`src/hw/rtl/sil_pkg.sv`:
```
`timescale 1ns / 1ps

package sil_pkg;

	// register file
	localparam int unsigned PADDR_W       = 3;
	localparam int unsigned PDATA_W       = 32;
	localparam logic        REG_LOAD_BASE = 1'b0;
	localparam logic        REG_MODULUS   = 1'b1;

	// reset values of the configuration registers
	localparam logic [31:0] LOAD_BASE_RST = 32'h0008_0000;
	localparam logic [30:0] MODULUS_RST   = 31'd856039;

	// header layout
	localparam int unsigned HEADER_DIGITS_DEF = 32;
	localparam logic [31:0] ASCII_ZERO        = 32'd48;

	// command codes
	localparam logic OP_START = 1'b0;
	localparam logic OP_BYTE  = 1'b1;

	typedef enum logic [3:0] {
		PH_IDLE = 4'b0001,
		PH_SIZE = 4'b0010,
		PH_SUM  = 4'b0100,
		PH_DATA = 4'b1000
	} phase_t;

endpackage

```
`src/hw/rtl/serial_image_loader.sv`:
```
`timescale 1ns / 1ps

// a result beat is registered and shown in the cycle after its input beat is accepted
// throughput: one beat per cycle while out_ready does not stall it; the result register is the only stage, and
// in_ready stays high while that register is empty or being drained
// reset (arst_n low, asynchronous): loader idle, result register empty,
// load_base = 0x80000, modulus = 856039
module serial_image_loader #(
	parameter int unsigned HEADER_DIGITS = sil_pkg::HEADER_DIGITS_DEF
) (
	input  logic                        clk,
	input  logic                        arst_n,
	// apb configuration port
	input  logic                        psel,
	input  logic                        penable,
	input  logic                        pwrite,
	input  logic [sil_pkg::PADDR_W-1:0] paddr,
	input  logic [sil_pkg::PDATA_W-1:0] pwdata,
	output logic [sil_pkg::PDATA_W-1:0] prdata,
	output logic                        pready,
	// input channel
	input  logic                        in_valid,
	output logic                        in_ready,
	input  logic                        opcode,
	input  logic [7:0]                  rx_byte,
	// result channel
	output logic                        out_valid,
	input  logic                        out_ready,
	output logic                        mem_write,
	output logic [31:0]                 write_address,
	output logic [7:0]                  write_data,
	output logic                        finished,
	output logic                        checksum_ok
);
	import sil_pkg::*;

	// digit counter just wide enough to reach the last header digit
	localparam int unsigned DCW = (HEADER_DIGITS > 1) ? $clog2(HEADER_DIGITS) : 1;
	localparam logic [DCW-1:0] LAST_DIGIT = DCW'(HEADER_DIGITS - 1);

	// ---------------------------------------------------------------
	// configuration registers
	// ---------------------------------------------------------------
	logic [31:0] load_base_q;
	logic [30:0] modulus_q;
	logic        cfg_wr;

	assign pready = 1'b1;
	assign cfg_wr = psel & penable & pwrite;

	// only paddr[2] selects the register, the byte offset bits are ignored
	always_ff @(posedge clk or negedge arst_n) begin
		if (!arst_n) begin
			load_base_q <= LOAD_BASE_RST;
			modulus_q   <= MODULUS_RST;
		end else if (cfg_wr) begin
			case (paddr[2])
				REG_LOAD_BASE: load_base_q <= pwdata;
				REG_MODULUS:   modulus_q   <= pwdata[30:0];
				default:       load_base_q <= load_base_q;
			endcase
		end
	end

	always_comb begin
		case (paddr[2])
			REG_LOAD_BASE: prdata = load_base_q;
			REG_MODULUS:   prdata = {1'b0, modulus_q};
			default:       prdata = '0;
		endcase
	end

	// ---------------------------------------------------------------
	// loader state
	// ---------------------------------------------------------------
	phase_t      phase_q;
	logic [DCW-1:0] digit_cnt_q;
	logic [31:0] hdr_acc_q;
	logic [31:0] size_q;
	logic [31:0] exp_sum_q;
	logic [30:0] byte_idx_q;
	logic [30:0] run_sum_q;

	// result register
	logic        out_valid_q;
	logic        mem_write_q;
	logic [31:0] wr_addr_q;
	logic [7:0]  wr_data_q;
	logic        finished_q;
	logic        cks_ok_q;

	logic in_acc;

	// the result register frees up in the same cycle it is drained
	assign in_ready = ~out_valid_q | out_ready;
	assign in_acc   = in_valid & in_ready;

	// ---------------------------------------------------------------
	// next-state logic for one beat
	// ---------------------------------------------------------------
	logic [31:0] acc_next;
	logic        last_digit;
	logic [30:0] sum_wrapped;
	logic [30:0] sum_next;
	logic [30:0] idx_next;

	phase_t      phase_d;
	logic [DCW-1:0] digit_cnt_d;
	logic [31:0] hdr_acc_d;
	logic [31:0] size_d;
	logic [31:0] exp_sum_d;
	logic [30:0] byte_idx_d;
	logic [30:0] run_sum_d;
	logic        mem_write_d;
	logic [31:0] wr_addr_d;
	logic [7:0]  wr_data_d;
	logic        finished_d;
	logic        cks_ok_d;

	// acc * 10 + (byte - '0'), wrapping at 32 bits
	assign acc_next   = (hdr_acc_q << 3) + (hdr_acc_q << 1) + {24'd0, rx_byte} - ASCII_ZERO;
	assign last_digit = (digit_cnt_q == LAST_DIGIT);

	// running sum with one conditional subtract of the modulus
	assign sum_wrapped = run_sum_q + {23'd0, rx_byte};
	assign sum_next    = (sum_wrapped >= modulus_q) ? (sum_wrapped - modulus_q) : sum_wrapped;
	assign idx_next    = byte_idx_q + 31'd1;

	always_comb begin
		phase_d     = phase_q;
		digit_cnt_d = digit_cnt_q;
		hdr_acc_d   = hdr_acc_q;
		size_d      = size_q;
		exp_sum_d   = exp_sum_q;
		byte_idx_d  = byte_idx_q;
		run_sum_d   = run_sum_q;
		mem_write_d = 1'b0;
		wr_addr_d   = '0;
		wr_data_d   = '0;
		finished_d  = 1'b0;
		cks_ok_d    = 1'b0;

		if (opcode == OP_START) begin
			// abandon whatever was in flight and wait for the size digits
			phase_d     = PH_SIZE;
			digit_cnt_d = '0;
			hdr_acc_d   = '0;
		end else begin
			case (phase_q)
				PH_SIZE, PH_SUM: begin
					hdr_acc_d   = acc_next;
					digit_cnt_d = digit_cnt_q + DCW'(1);
					if (last_digit) begin
						digit_cnt_d = '0;
						hdr_acc_d   = '0;
						if (phase_q == PH_SIZE) begin
							size_d  = acc_next;
							phase_d = PH_SUM;
						end else begin
							exp_sum_d  = acc_next;
							byte_idx_d = '0;
							run_sum_d  = '0;
							// size read as signed: zero or negative means no payload
							if (size_q == 32'd0 || size_q[31]) begin
								finished_d = 1'b1;
								cks_ok_d   = (acc_next == 32'd0);
								phase_d    = PH_IDLE;
							end else begin
								phase_d = PH_DATA;
							end
						end
					end
				end
				PH_DATA: begin
					mem_write_d = 1'b1;
					wr_addr_d   = load_base_q + {1'b0, byte_idx_q};
					wr_data_d   = rx_byte;
					run_sum_d   = sum_next;
					byte_idx_d  = idx_next;
					if ({1'b0, idx_next} == size_q) begin
						finished_d = 1'b1;
						cks_ok_d   = ({1'b0, sum_next} == exp_sum_q);
						phase_d    = PH_IDLE;
					end
				end
				default: begin
					// a byte while idle is dropped, the result is all zero
					phase_d = phase_q;
				end
			endcase
		end
	end

	// ---------------------------------------------------------------
	// state and result registers
	// ---------------------------------------------------------------
	always_ff @(posedge clk or negedge arst_n) begin
		if (!arst_n) begin
			phase_q     <= PH_IDLE;
			digit_cnt_q <= '0;
			hdr_acc_q   <= '0;
			size_q      <= '0;
			exp_sum_q   <= '0;
			byte_idx_q  <= '0;
			run_sum_q   <= '0;
			out_valid_q <= 1'b0;
		end else begin
			if (in_acc) begin
				phase_q     <= phase_d;
				digit_cnt_q <= digit_cnt_d;
				hdr_acc_q   <= hdr_acc_d;
				size_q      <= size_d;
				exp_sum_q   <= exp_sum_d;
				byte_idx_q  <= byte_idx_d;
				run_sum_q   <= run_sum_d;
				out_valid_q <= 1'b1;
			end else if (out_ready) begin
				out_valid_q <= 1'b0;
			end
		end
	end

	// result payload, loaded with every accepted beat
	always_ff @(posedge clk) begin
		if (in_acc) begin
			mem_write_q <= mem_write_d;
			wr_addr_q   <= wr_addr_d;
			wr_data_q   <= wr_data_d;
			finished_q  <= finished_d;
			cks_ok_q    <= cks_ok_d;
		end
	end

	assign out_valid     = out_valid_q;
	assign mem_write     = mem_write_q;
	assign write_address = wr_addr_q;
	assign write_data    = wr_data_q;
	assign finished      = finished_q;
	assign checksum_ok   = cks_ok_q;

endmodule

```
`config.mk`:
```
export PLATFORM = sky130hd
export DESIGN_NAME = serial_image_loader
export DESIGN_NICKNAME = d
export VERILOG_FILES = /design/src/hw/rtl/sil_pkg.sv /design/src/hw/rtl/serial_image_loader.sv
export SDC_FILE = /design/constraint.sdc
export NUM_CORES = 1
export LEC_CHECK = 0
export ABC_AREA = 1
export BUFFER_PORTS_ARGS = -buffer_cell sky130_fd_sc_hd__buf_2
export CAP_MARGIN = 20
export CORE_AREA = 2 2 184 186
export DETAILED_ROUTE_END_ITERATION = 8
export DIE_AREA = 0 0 186 188
export GPL_ROUTABILITY_DRIVEN = 0
export PLACE_DENSITY_LB_ADDON = 0.3
export SYNTH_ARGS = -nofsm -noshare
export SYNTH_HDL_FRONTEND = slang
export SYNTH_SLANG_ARGS = --single-unit
export TNS_END_PERCENT = 5
```
`constraint.sdc`:
```
create_clock -name clk -period 7.4 [get_ports clk]
set_input_delay 1.48 -clock clk [delete_from_list [all_inputs] [get_ports clk]]
set_output_delay 1.48 -clock clk [all_outputs]
set_load 0.02 [all_outputs]
```
Word level (Yosys, flattened, before mapping)

Index checks and enable logic that the tools add are counted.

Bits in registers: 273
Output and inout port bits: 78
Word-level logic and storage cells: 88
Input bits: 51

Bitwise gates (word level): 7
Reductions and logical operators: 14
Order comparisons: 1
Add/subtract/negate cells: 8
Equality and inequality tests: 12
Multiplexer cells: 31

Operators with widths:

| kind                                                                  | count |
|---|---|
| 31-bit two-way mux                                                    | 6 |
| 31-bit one-hot mux with 2 select lines                                | 2 |
| 31-bit by 32-bit equality test with 1-bit output                      | 2 |
| 32-bit logical NOT                                                    | 2 |
| 32-bit one-hot mux with 2 select lines                                | 1 |
| 32-bit by 31-bit adder with 32-bit output                             | 1 |
| 32-bit adder                                                          | 1 |
| 32-bit by 8-bit adder with 32-bit output                              | 1 |
| 32-bit by 6-bit subtractor with 32-bit output, second input constant  | 1 |
| 31-bit by 1-bit adder with 31-bit output, second input constant       | 1 |
| 31-bit by 8-bit adder with 31-bit output                              | 1 |
| 31-bit greater-or-equal comparator                                    | 1 |
| 31-bit subtractor                                                     | 1 |
| 4-bit two-way mux                                                     | 5 |
| 5-bit two-way mux                                                     | 3 |
| 5-bit AND reduction                                                   | 3 |
| 1-bit two-way mux                                                     | 11 |
| 4-bit one-hot mux with 2 select lines                                 | 1 |
| 2-bit AND reduction                                                   | 4 |
| 3-bit inequality test, second input constant                          | 2 |
| 5-bit by 1-bit adder with 5-bit output, second input constant         | 1 |
| 5-bit equality test, second input constant                            | 1 |
| 4-bit by 2-bit equality test with 1-bit output, second input constant | 1 |
| 4-bit by 3-bit equality test with 1-bit output, second input constant | 1 |
| other kinds (12)                                                      | 19 |

Longest topological paths before layout

Gate-level depths: netlist of the first run.

Depth after elaboration: 8
Gate-level depth with buffers: 32
Gate-level depth less buffers: 32

Least setup slack after synthesis of the first run

No wires, ideal clock.

Kind: input-to-reg
Start: in rx_byte[0]
End: reg cks_ok_q, in the netlist checksum_ok (data pin)
Data required time: 7.252 ns
Buffers on the path: 1
Library setup time: 0.148 ns
Arrival: 4.819 ns
Stages: 28
Setup slack: 2.432 ns
Cell sequence: ha_1 -> fa_1 -> nand2_1 -> inv_1 -> nand2_1 -> nand3_1 -> nand2_1 -> nand2_1 -> nand3_1 -> xor2_1 -> inv_1 -> ha_1 -> nand2_1 -> nand2_1 -> a21oi_1 -> a21oi_1 -> nor2_4 -> buf_2 -> nand3_1 -> nand3_1 -> nand2_1 -> nor2_1 -> nand2_1 -> nor2_1 -> nand2_1 -> nor2_1 -> nand3_1 -> a21oi_1

Word-level cells in the longest chain between the ends: 7
Elaborated cells on any way between the ends: 13
Classes of those cells: 4 x add/sub; 1 x order compare; 1 x eq/ne; 6 x mux; 1 x reduce/logical

Ends and longest elaborated chain:

| what                                          | line                       | source |
|---|---|---|
| from (decl)                                   | serial_image_loader.sv:25  | `input logic [7:0] rx_byte,` |
| 32-bit by 8-bit adder with 32-bit output      | serial_image_loader.sv:121 | `assign acc_next = (hdr_acc_q << 3) + (hdr_acc_q << 1) + {24'd0, rx_byte} - ASCII_ZERO;` |
| 32-bit by 6-bit subtractor with 32-bit output | serial_image_loader.sv:121 |  |
| 32-bit logical NOT                            | serial_image_loader.sv:166 | `cks_ok_d = (acc_next == 32'd0);` |
| 1-bit two-way mux                             | serial_image_loader.sv:164 | `if (size_q == 32'd0 \|\| size_q[31]) begin` |
| 1-bit two-way mux                             | serial_image_loader.sv:156 | `if (phase_q == PH_SIZE) begin` |
| 1-bit two-way mux                             | serial_image_loader.sv:153 | `if (last_digit) begin` |
| 1-bit one-hot mux with 2 select lines *       | serial_image_loader.sv:149 | `case (phase_q)` |
| to (signal assigned)                          | serial_image_loader.sv:230 | `cks_ok_q <= cks_ok_d;` |
| to (decl)                                     | serial_image_loader.sv:90  | `logic cks_ok_q;` |

Mark *: on every way between the ends. The rest lies on a longest branch, timed or not.
A chain may end at the register's enable or synchronous reset.

Final worst setup path of the first run

Start: in rx_byte[7]
End: reg cks_ok_q, in the netlist checksum_ok (data pin)

The elaborated chain is that of the path after synthesis.

==> impl_metrics.prom, run 1 <==
# TYPE chip_impl_metric gauge
chip_impl_metric{name="hold_vio_cnt_final",unit=""} 0
chip_impl_metric{name="cts_hold_buf",unit=""} 0
chip_impl_metric{name="first_iter_violations",unit=""} 2707
chip_impl_info{name="critPathLaunchType",value="primary input"} 1
chip_impl_metric{name="cts.clk_slew.worst_paths",unit="ns"} 0.06
chip_impl_info{name="global_route.peak_usage_layer",value="met2"} 1
chip_impl_metric{name="crit_cells",unit=""} 26
chip_impl_info{name="status",value="complete, no violations"} 1
chip_impl_info{name="crit_startpoint",value="rx_byte[7]"} 1
chip_impl_metric{name="count_of_instances_resized_after_the_clock_tree_is_built",unit=""} 0
chip_impl_metric{name="vias_in_the_first_global_route",unit=""} 20400
chip_impl_metric{name="ys_types",unit=""} 56
chip_impl_metric{name="numCtsBuffers",unit=""} 30
chip_impl_metric{name="number_of_antenna_violations_at_the_first_check_in_global_routing",unit=""} 0
chip_impl_metric{name="post-route-min-period",unit="ns"} 5.96
chip_impl_metric{name="final_net_count",unit=""} 3438
chip_impl_metric{name="whs",unit="ns"} 0.486
chip_impl_metric{name="floorplan.initialDensity",unit="%"} 63.9
chip_impl_metric{name="maximum_number_of_pins_on_one_net_before_global_route_repair",unit=""} 120
chip_impl_metric{name="wl",unit="microns"} 64900
chip_impl_metric{name="clkLatencyLatePin",unit="ns"} 0.58
chip_impl_metric{name="grt_util_met2",unit="%"} 57.6
chip_impl_metric{name="rows",unit=""} 67
chip_impl_metric{name="max-vdd-ir-drop",unit="V"} 0.000461
chip_impl_info{name="hold_path_class",value="reg2reg"} 1
chip_impl_metric{name="drt-wirelength-per-cell",unit="microns"} 17.6
chip_impl_info{name="rr_endpoint",value="checksum_ok"} 1
chip_impl_metric{name="clock_sink_count",unit=""} 273
chip_impl_info{name="worst_path_most_repeated_cell",value="sky130_fd_sc_hd__nand2_1"} 1
chip_impl_metric{name="worst_hold_path.num_cells",unit=""} 2
chip_impl_metric{name="syn-num-nets",unit=""} 3332
chip_impl_metric{name="top_level_ports",unit=""} 129
chip_impl_metric{name="worst-path-buf-inv",unit=""} 4
chip_impl_metric{name="power.density_cell_area",unit="nW/um^2"} 515
chip_impl_metric{name="ff2ff_setup_slack",unit="ns"} 2.10
chip_impl_metric{name="worstPathArrival",unit="ns"} 6.38
chip_impl_metric{name="num_antenna_cells",unit=""} 0
chip_impl_metric{name="design.core.area",unit="sq um"} 33100
chip_impl_metric{name="setup_viol",unit=""} 0
chip_impl_metric{name="timing.slew.headroom",unit="%"} 24.0
chip_impl_info{name="timing.rr.start",value="run_sum_q[7]"} 1
chip_impl_metric{name="finalCritPeriodShare",unit="%"} 80.5
chip_impl_metric{name="timing.final.max_slew_violations",unit=""} 0
chip_impl_metric{name="average_instance_area_after_synthesis",unit="sq um"} 6.78
chip_impl_metric{name="die-width",unit="microns"} 186
chip_impl_metric{name="syn-instance-count",unit=""} 3117
chip_impl_info{name="critPathCaptureType",value="register"} 1
chip_impl_info{name="tritoncts_clock_tree",value="yes"} 1
chip_impl_metric{name="place.detailed.hpwl",unit="microns"} 49600
chip_impl_metric{name="max_slew.worst_pin.slew",unit="ns"} 1.14
chip_impl_metric{name="grt-ovfl-total",unit=""} 0
chip_impl_info{name="timing.setup.critical_path_class",value="in2reg"} 1
chip_impl_metric{name="drv.max_cap_violation_count",unit=""} 0
chip_impl_metric{name="grt.total_usage",unit="%"} 36.9
chip_impl_info{name="yosys-top-cells-area",value="sky130_fd_sc_hd__dfrtp_1 25%, sky130_fd_sc_hd__nand2_1 16%, sky130_fd_sc_hd__ha_1 9.2%, sky130_fd_sc_hd__inv_1 9.1%, sky130_fd_sc_hd__edfxtp_1 6.1%"} 1
chip_impl_metric{name="die-height",unit="microns"} 188
chip_impl_metric{name="port_buffers",unit=""} 125
chip_impl_info{name="worst_hold_startpoint",value="modulus_q[30]"} 1
chip_impl_metric{name="totalNegativeSetupSlack",unit="ns"} 0
chip_impl_metric{name="first_pass_iters",unit=""} 8
chip_impl_metric{name="power.static_leakage",unit="nW"} 12.5
chip_impl_metric{name="post_synthesis_cell_area",unit="sq um"} 21100
chip_impl_metric{name="postCtsSetupRepairBufs",unit=""} 0
chip_impl_metric{name="remaining_drc_errors",unit=""} 0
chip_impl_metric{name="synth_edf_count",unit=""} 43
chip_impl_metric{name="gr-usage-met3",unit="%"} 4.97
chip_impl_metric{name="skew",unit="ns"} 0.0178
chip_impl_metric{name="worst-endpoint-required",unit="ns"} 7.82
chip_impl_metric{name="proportion_of_synthesized_chip_area_in_sequential_cells",unit="%"} 33.4
chip_impl_metric{name="ant_nets",unit=""} 0
chip_impl_metric{name="crit_path_max_incr_delay",unit="ns"} 0.41
chip_impl_info{name="slowest_stage",value="sky130_fd_sc_hd__ha_1"} 1
chip_impl_metric{name="layout-area-overhead-vs-synth",unit="%"} 9.67
chip_impl_info{name="rsz_0062_raised_after_global_routing",value="false"} 1
chip_impl_info{name="post-synth-top-area-cell",value="sky130_fd_sc_hd__dfrtp_1"} 1
chip_impl_metric{name="num_vias",unit=""} 22100
chip_impl_metric{name="rr_worst_depth",unit=""} 25
chip_impl_info{name="cts_root_buffer",value="sky130_fd_sc_hd__clkbuf_16"} 1
chip_impl_metric{name="clockBufferDepth",unit=""} 3
chip_impl_metric{name="route.detailed.vias_per_inst",unit=""} 5.98
chip_impl_metric{name="asyncSetResetFlopFracSynth",unit="%"} 84.2
chip_impl_metric{name="grt_pass1_wl",unit="microns"} 102000
chip_impl_metric{name="critPathMaxFanout",unit=""} 46
chip_impl_metric{name="synth_top_area_share",unit="%"} 25.4
chip_impl_metric{name="fmax",unit="MHz"} 168
chip_impl_info{name="cp-endpoint",value="checksum_ok"} 1
chip_impl_info{name="ys_dominant_reg_cell",value="sky130_fd_sc_hd__dfrtp_1"} 1
chip_impl_metric{name="drive_above_1_share",unit="%"} 7.37
chip_impl_metric{name="flop_and_latch_count_out_of_synthesis",unit=""} 273
chip_impl_metric{name="use_met1",unit="%"} 49.7
chip_impl_metric{name="synthesis_warning_total",unit=""} 0
chip_impl_info{name="cp_top_family",value="simple AND/OR/NAND/NOR gates"} 1
chip_impl_metric{name="htree_levels",unit=""} 1
chip_impl_metric{name="dieArea",unit="sq um"} 35000
worst min-delay path, stage by stage (launching register included):
cell and delay, ns:
sky130_fd_sc_hd__dfrtp_1 0.34, sky130_fd_sc_hd__nand2_1 0.05, sky130_fd_sc_hd__o21ai_0 0.06
logic make-up after synthesis:
group,after synthesis,share of synthesized area [%]
AO/OA/AOI/OAI,483,12.4
other,1,0.0177
multiplexers,3,0.142
XOR/XNOR,60,2.62
flip-flops,273,33.4
buffers and inverters,585,10.7
AND/OR/NAND/NOR,1548,30.7
adder cells (fa/ha/maj),164,10.0
stage by stage:
stage          instances  setup slack (ns)  power [mW]  area [sq um]  util, %
3_3_place_gp        3638              1.19        9.77         22200     66.9
3_5_place_dp        3638              1.06        10.0         22200     66.9
4_1_cts             3692              1.64        11.6         23200     70.0
6_report            3693              1.44        12.0         23200     70.0
2_1_floorplan       3117              2.43        7.82         21100        -
5_1_grt             3693              1.14        12.9         23200     70.0
state kept, by name, summed over array words and instances, names as in the netlist:
register       cells
byte_idx_q        31
checksum_ok        1
digit_cnt_q        5
exp_sum_q         32
finished           1
hdr_acc_q         31
load_base_q       32
mem_write          1
modulus_q         31
out_valid          1
phase_q            4
run_sum_q         31
size_q            32
write_address     32
write_data         8
how the worst min path moves through the flow:
stage / end
after floorplan: exp_sum_q[27]
after CTS: modulus_q[30]
after global routing: modulus_q[28]
after global placement: modulus_q[20]
after detailed placement: modulus_q[30]
final: modulus_q[30]
cell usage after synthesis (all sizes together), types with 12 or more instances:
| master | count |
|---|---|
| buf | 14 |
| o21ai | 250 |
| nand3 | 252 |
| inv | 517 |
| edfxtp | 43 |
| a21oi | 122 |
| dfrtp | 215 |
| dfstp | 15 |
| o21bai | 12 |
| clkbuf | 51 |
| xor2 | 35 |
| nand4 | 48 |
| nor3 | 31 |
| nand3b | 19 |
| o22ai | 58 |
| xnor2 | 23 |
| nand2 | 924 |
| nor2 | 261 |
| ha | 155 |
layout make-up:
type / count / area (sq um)
multi-input cells: 2259 / 11800
fillers: 2735 / 9920
flip-flops and latches: 273 / 7070
inverters: 520 / 1950
clock buffers: 42 / 841
repair buffers: 139 / 761
well taps: 448 / 561
clock inverters: 12 / 174
per-layer routing:
| metal | routed length [microns] | vias to the layer above |
|---|---|---|
| met4 | 4050 | 0 |
| li1 | - | 10300 |
| met3 | 7160 | 240 |
| met1 | 25500 | 10200 |
| met2 | 28100 | 1352 |
| met5 | 0 | - |
power by group:
part           switching, mW  internal, mW  leakage, nW
clock network          0.640         0.929        0.496
registers              0.324          1.83         3.15
logic                   5.71          2.52         8.80
cell usage in the layout (no fill, tap or decap), types with 9 or more instances in the layout:
cell type / n
sky130_fd_sc_hd__nand2_1: 907
sky130_fd_sc_hd__inv_1: 511
sky130_fd_sc_hd__nor2_1: 252
sky130_fd_sc_hd__nand3_1: 251
sky130_fd_sc_hd__o21ai_0: 245
sky130_fd_sc_hd__dfrtp_1: 215
sky130_fd_sc_hd__ha_1: 155
sky130_fd_sc_hd__buf_2: 124
sky130_fd_sc_hd__a21oi_1: 121
sky130_fd_sc_hd__o22ai_1: 58
sky130_fd_sc_hd__nand4_1: 48
sky130_fd_sc_hd__edfxtp_1: 43
sky130_fd_sc_hd__xor2_1: 35
sky130_fd_sc_hd__clkbuf_16: 31
sky130_fd_sc_hd__nor3_1: 29
sky130_fd_sc_hd__xnor2_1: 23
sky130_fd_sc_hd__nand3b_1: 19
sky130_fd_sc_hd__nand2_2: 15
sky130_fd_sc_hd__dfstp_2: 15
sky130_fd_sc_hd__buf_4: 12
sky130_fd_sc_hd__o21bai_1: 11
sky130_fd_sc_hd__a21o_1: 9
sky130_fd_sc_hd__o21a_1: 9
sky130_fd_sc_hd__fa_1: 9
Note: power is estimated with default switching activity, not from simulation.
==> run 2: changes to the inputs <==
ABC_AREA = 0   (was 1)
CORE_AREA = 2 2 189 191   (was 2 2 184 186)
DIE_AREA = 0 0 191 193   (was 0 0 186 188)
clock period = 4.9 ns   (was 7.4 ns; I/O delays follow)
==> impl_metrics.prom, run 2 <==
# TYPE chip_impl_metric gauge
chip_impl_metric{name="power_frac_seq",unit="%"} 20.5
chip_impl_metric{name="post-route-min-period",unit="ns"} 5.29
chip_impl_info{name="status",value="finished, violations left"} 1
chip_impl_metric{name="post_synth_mux_area_share",unit="%"} 7.39
chip_impl_metric{name="crit_path_max_incr_delay",unit="ns"} 0.42
chip_impl_info{name="tritoncts_clock_tree",value="yes"} 1
chip_impl_metric{name="proportion_of_synthesized_chip_area_in_sequential_cells",unit="%"} 36.6
chip_impl_metric{name="intPower",unit="mW"} 7.51
chip_impl_metric{name="pwr-share-clk",unit="%"} 18.1
chip_impl_info{name="yosysMostFrequentCell",value="sky130_fd_sc_hd__nand2_1"} 1
chip_impl_metric{name="place_area",unit="sq um"} 22500
chip_impl_metric{name="clkLatencyLatePin",unit="ns"} 0.61
chip_impl_metric{name="comb_power_share",unit="%"} 61.4
chip_impl_metric{name="power.static_leakage",unit="nW"} 11.6
chip_impl_info{name="ys_dominant_reg_cell",value="sky130_fd_sc_hd__dfrtp_1"} 1
chip_impl_metric{name="synthAdderAreaFrac",unit="%"} 11.0
chip_impl_metric{name="fmax",unit="MHz"} 189
chip_impl_metric{name="utilization",unit="%"} 69.7
chip_impl_metric{name="skew",unit="ns"} 0.0371
chip_impl_metric{name="vias_in_the_first_global_route",unit=""} 17900
chip_impl_info{name="timing.setup.critical_path_class",value="in2reg"} 1
chip_impl_metric{name="dieArea",unit="sq um"} 36900
chip_impl_metric{name="top_level_ports",unit=""} 129
chip_impl_metric{name="dp_worst_setup_slack",unit="ns"} -1.42
chip_impl_metric{name="clockBufferDepth",unit=""} 3
chip_impl_metric{name="netSwitchingPower",unit="mW"} 5.94
chip_impl_info{name="critPathLaunchType",value="primary input"} 1
chip_impl_metric{name="setup_slack",unit="ns"} -0.389
chip_impl_metric{name="nFillCells",unit=""} 2575
chip_impl_metric{name="floorplan.initialDensity",unit="%"} 55.2
chip_impl_metric{name="worst-path-buf-inv",unit=""} 5
chip_impl_metric{name="remaining_drc_errors",unit=""} 0
chip_impl_metric{name="ant_nets",unit=""} 0
chip_impl_metric{name="layout-area-overhead-vs-synth",unit="%"} 26.3
chip_impl_info{name="slowest_stage",value="sky130_fd_sc_hd__ha_2"} 1
chip_impl_metric{name="detailroute.wirelength.met3",unit="microns"} 5060
chip_impl_metric{name="setup_viol",unit=""} 2
chip_impl_metric{name="grt-ovfl-total",unit=""} 0
chip_impl_metric{name="syn-instance-count",unit=""} 2106
chip_impl_metric{name="timing.final.max_slew_violations",unit=""} 0
chip_impl_metric{name="post_synthesis_cell_area",unit="sq um"} 19300
chip_impl_info{name="list_of_most_frequent_post_synthesis_cells",value="221 x sky130_fd_sc_hd__nand2_1, 215 x sky130_fd_sc_hd__dfrtp_1, 173 x sky130_fd_sc_hd__o21ai_0"} 1
chip_impl_metric{name="finalCritPeriodShare",unit="%"} 108
chip_impl_metric{name="worst-endpoint-required",unit="ns"} 5.30
chip_impl_metric{name="drive_above_1_share",unit="%"} 29.3
chip_impl_metric{name="flop_and_latch_count_out_of_synthesis",unit=""} 273
chip_impl_metric{name="drt-wirelength-per-cell",unit="microns"} 21.0
chip_impl_metric{name="whs",unit="ns"} 0.458
chip_impl_metric{name="num_vias",unit=""} 18300
chip_impl_info{name="route.top_layer_used",value="met4"} 1
chip_impl_metric{name="design.core.area",unit="sq um"} 35000
chip_impl_metric{name="die-height",unit="microns"} 193
chip_impl_metric{name="hold_vio_cnt_final",unit=""} 0
chip_impl_metric{name="syn-num-nets",unit=""} 2321
chip_impl_metric{name="max_slew.worst_pin.slew",unit="ns"} 1.20
chip_impl_info{name="dominant_combinational_cell_family_by_area_after_synthesis",value="compound AO/OA/AOI/OAI gates"} 1
chip_impl_metric{name="final_net_count",unit=""} 2702
chip_impl_metric{name="synthSimpleGateAreaFrac",unit="%"} 15.0
chip_impl_metric{name="worstPathArrival",unit="ns"} 5.69
chip_impl_metric{name="cts.clk_slew.worst_paths",unit="ns"} 0.06
chip_impl_metric{name="port_buffers",unit=""} 125
chip_impl_metric{name="average_instance_area_after_synthesis",unit="sq um"} 9.17
chip_impl_metric{name="post-route-cell-area",unit="sq um"} 24400
chip_impl_metric{name="first_iter_violations",unit=""} 1860
chip_impl_info{name="yosys-top-cells-area",value="sky130_fd_sc_hd__dfrtp_1 28%, sky130_fd_sc_hd__ha_1 10%, sky130_fd_sc_hd__mux2_2 6.8%, sky130_fd_sc_hd__edfxtp_1 6.7%, sky130_fd_sc_hd__xnor2_1 5.4%"} 1
chip_impl_metric{name="synth_top_area_share",unit="%"} 27.9
chip_impl_metric{name="synthesis_warning_total",unit=""} 0
chip_impl_metric{name="power.switching_fraction",unit="%"} 44.2
chip_impl_metric{name="grt.total_usage",unit="%"} 33.7
chip_impl_info{name="most_common_cell_after_layout_fill_and_taps_aside",value="sky130_fd_sc_hd__buf_4"} 1
chip_impl_metric{name="place.detailed.hpwl",unit="microns"} 46600
chip_impl_metric{name="timing.slew.headroom",unit="%"} 20.0
chip_impl_metric{name="clock_sink_count",unit=""} 273
chip_impl_metric{name="rows",unit=""} 69
chip_impl_metric{name="post_route_met1_wirelength",unit="microns"} 24600
chip_impl_metric{name="die-width",unit="microns"} 191
chip_impl_metric{name="htree_levels",unit=""} 1
chip_impl_metric{name="route.detailed.vias_per_inst",unit=""} 6.17
chip_impl_metric{name="asyncSetResetFlopFracSynth",unit="%"} 84.2
chip_impl_metric{name="instances_no_fill",unit=""} 2972
chip_impl_metric{name="synth_edf_count",unit=""} 43
chip_impl_metric{name="drv.max_cap_violation_count",unit=""} 0
chip_impl_metric{name="xor_xnor_share_of_the_synthesized_area",unit="%"} 8.49
chip_impl_info{name="hold_path_class",value="in2async"} 1
chip_impl_metric{name="num_antenna_cells",unit=""} 0
chip_impl_metric{name="numCtsBuffers",unit=""} 30
chip_impl_info{name="violations",value="negative setup slack"} 1
chip_impl_metric{name="power.density_cell_area",unit="nW/um^2"} 552
chip_impl_metric{name="number_of_antenna_violations_at_the_first_check_in_global_routing",unit=""} 0
chip_impl_info{name="mostFrequentLayoutCells",value="290 x sky130_fd_sc_hd__buf_4, 219 x sky130_fd_sc_hd__nand2_1, 215 x sky130_fd_sc_hd__dfrtp_1, 163 x sky130_fd_sc_hd__o21ai_0, 149 x sky130_fd_sc_hd__inv_1"} 1
chip_impl_info{name="post-synth-top-area-cell",value="sky130_fd_sc_hd__dfrtp_1"} 1
chip_impl_metric{name="wl",unit="microns"} 62500
chip_impl_metric{name="critPathMaxFanout",unit=""} 4
chip_impl_info{name="path_cells",value="buf_8 -> ha_4 -> fa_2 -> a21o_1 -> buf_4 -> a221oi_2 -> buf_4 -> nand3_1 -> o211ai_1 -> ha_2 -> a21oi_2 -> buf_4 -> o21a_1 -> o21ai_0 -> or3_4 -> a31o_2 -> xor2_1 -> buf_4 -> xor2_1 -> o21ai_0 -> a21oi_1 -> nor4_1 -> nand4_1 -> o41ai_2"} 1
chip_impl_info{name="worst_path_most_repeated_cell",value="sky130_fd_sc_hd__buf_4"} 1
chip_impl_info{name="rsz_0062_raised_after_global_routing",value="true"} 1
chip_impl_info{name="cts_root_buffer",value="sky130_fd_sc_hd__clkbuf_16"} 1
chip_impl_info{name="cp_top_family",value="compound AO/OA/AOI/OAI gates"} 1
chip_impl_metric{name="ys_types",unit=""} 80
chip_impl_metric{name="maximum_number_of_pins_on_one_net_before_global_route_repair",unit=""} 104
chip_impl_metric{name="synth_compound_gate_area_share",unit="%"} 17.0
chip_impl_metric{name="max-vdd-ir-drop",unit="V"} 0.000686
chip_impl_metric{name="placed_cells",unit=""} 2893
chip_impl_metric{name="detailroute.wirelength.met2",unit="microns"} 29100
chip_impl_metric{name="first_pass_iters",unit=""} 8
chip_impl_info{name="critPathCaptureType",value="register"} 1
chip_impl_metric{name="grt_pass1_wl",unit="microns"} 96400
-- run 2: final cells by class --
type / instances / area [sq um] / share of cell area, %
multi-input combinational: 1606 / 12200 / 49.8
sequential: 273 / 7070 / 29.0
timing repair buffer: 424 / 2960 / 12.1
clock buffer: 35 / 801 / 3.28
tap: 461 / 577 / 2.37
inverter: 152 / 571 / 2.34
clock inverter: 21 / 265 / 1.09
-- run 2: cell families after synthesis --
kind of cell               count (synthesis)
and+or+nand+nor                          606
AOI/OAI and AO/OA                        524
DFF                                      273
buffers and inverters                    227
xor gates and xnor gates                 183
adders and majority gates                164
muxes                                    128
other                                      1
-- run 2: metrics by stage --
| stage | TNS (ns) | total power [mW] |
|---|---|---|
| 3_3_place_gp | -12.17 | 10.4 |
| 6_report | -0.400 | 13.5 |
| 4_1_cts | -0.238 | 13.3 |
| 5_1_grt | -0.613 | 14.1 |
| 2_1_floorplan | -2.87 | 6.88 |
| 3_5_place_dp | -16.78 | 10.6 |
-- run 2: routing by layer --
metal	global-route usage [%]	up-vias
li1	-	8313
met1	42.1	8825
met2	56.6	942
met3	5.14	249
met4	17.8	0
met5	0	-
-- run 2: timing repair --
action	CTS	global route
endpoints found under the setup margin	5	10
setup buffers	24	0
gates resized for setup	112	12
hold buffers	0	0
pin swaps	64	21
-- run 2: power groups by stage --
stage	Combinational [mW]	Sequential, mW	Clock [mW]
after floorplan	4.15	2.73	0
after global placement	7.64	2.78	0
after detailed placement	7.85	2.80	0
after CTS	8.06	2.76	2.45
after global routing	8.79	2.78	2.54
final	8.26	2.76	2.43
-- run 2: worst paths after layout --
| kind | startpoint | slack [ns] | cells after the start | to |
|---|---|---|---|---|
| worst max-delay path | rx_byte[0] | -0.39 | 24 | checksum_ok |
| worst min-delay path | arst_n | 0.46 | 1 | modulus_q[27] |
| worst max register to register | run_sum_q[0] | -0.34 | 23 | checksum_ok |
| worst min register to register | digit_cnt_q[4] | 0.50 | 2 | digit_cnt_q[4] |
| max in group asynchronous | arst_n | 3.23 | 2 | run_sum_q[4] |
| min in group clk | digit_cnt_q[4] | 0.50 | 2 | digit_cnt_q[4] |
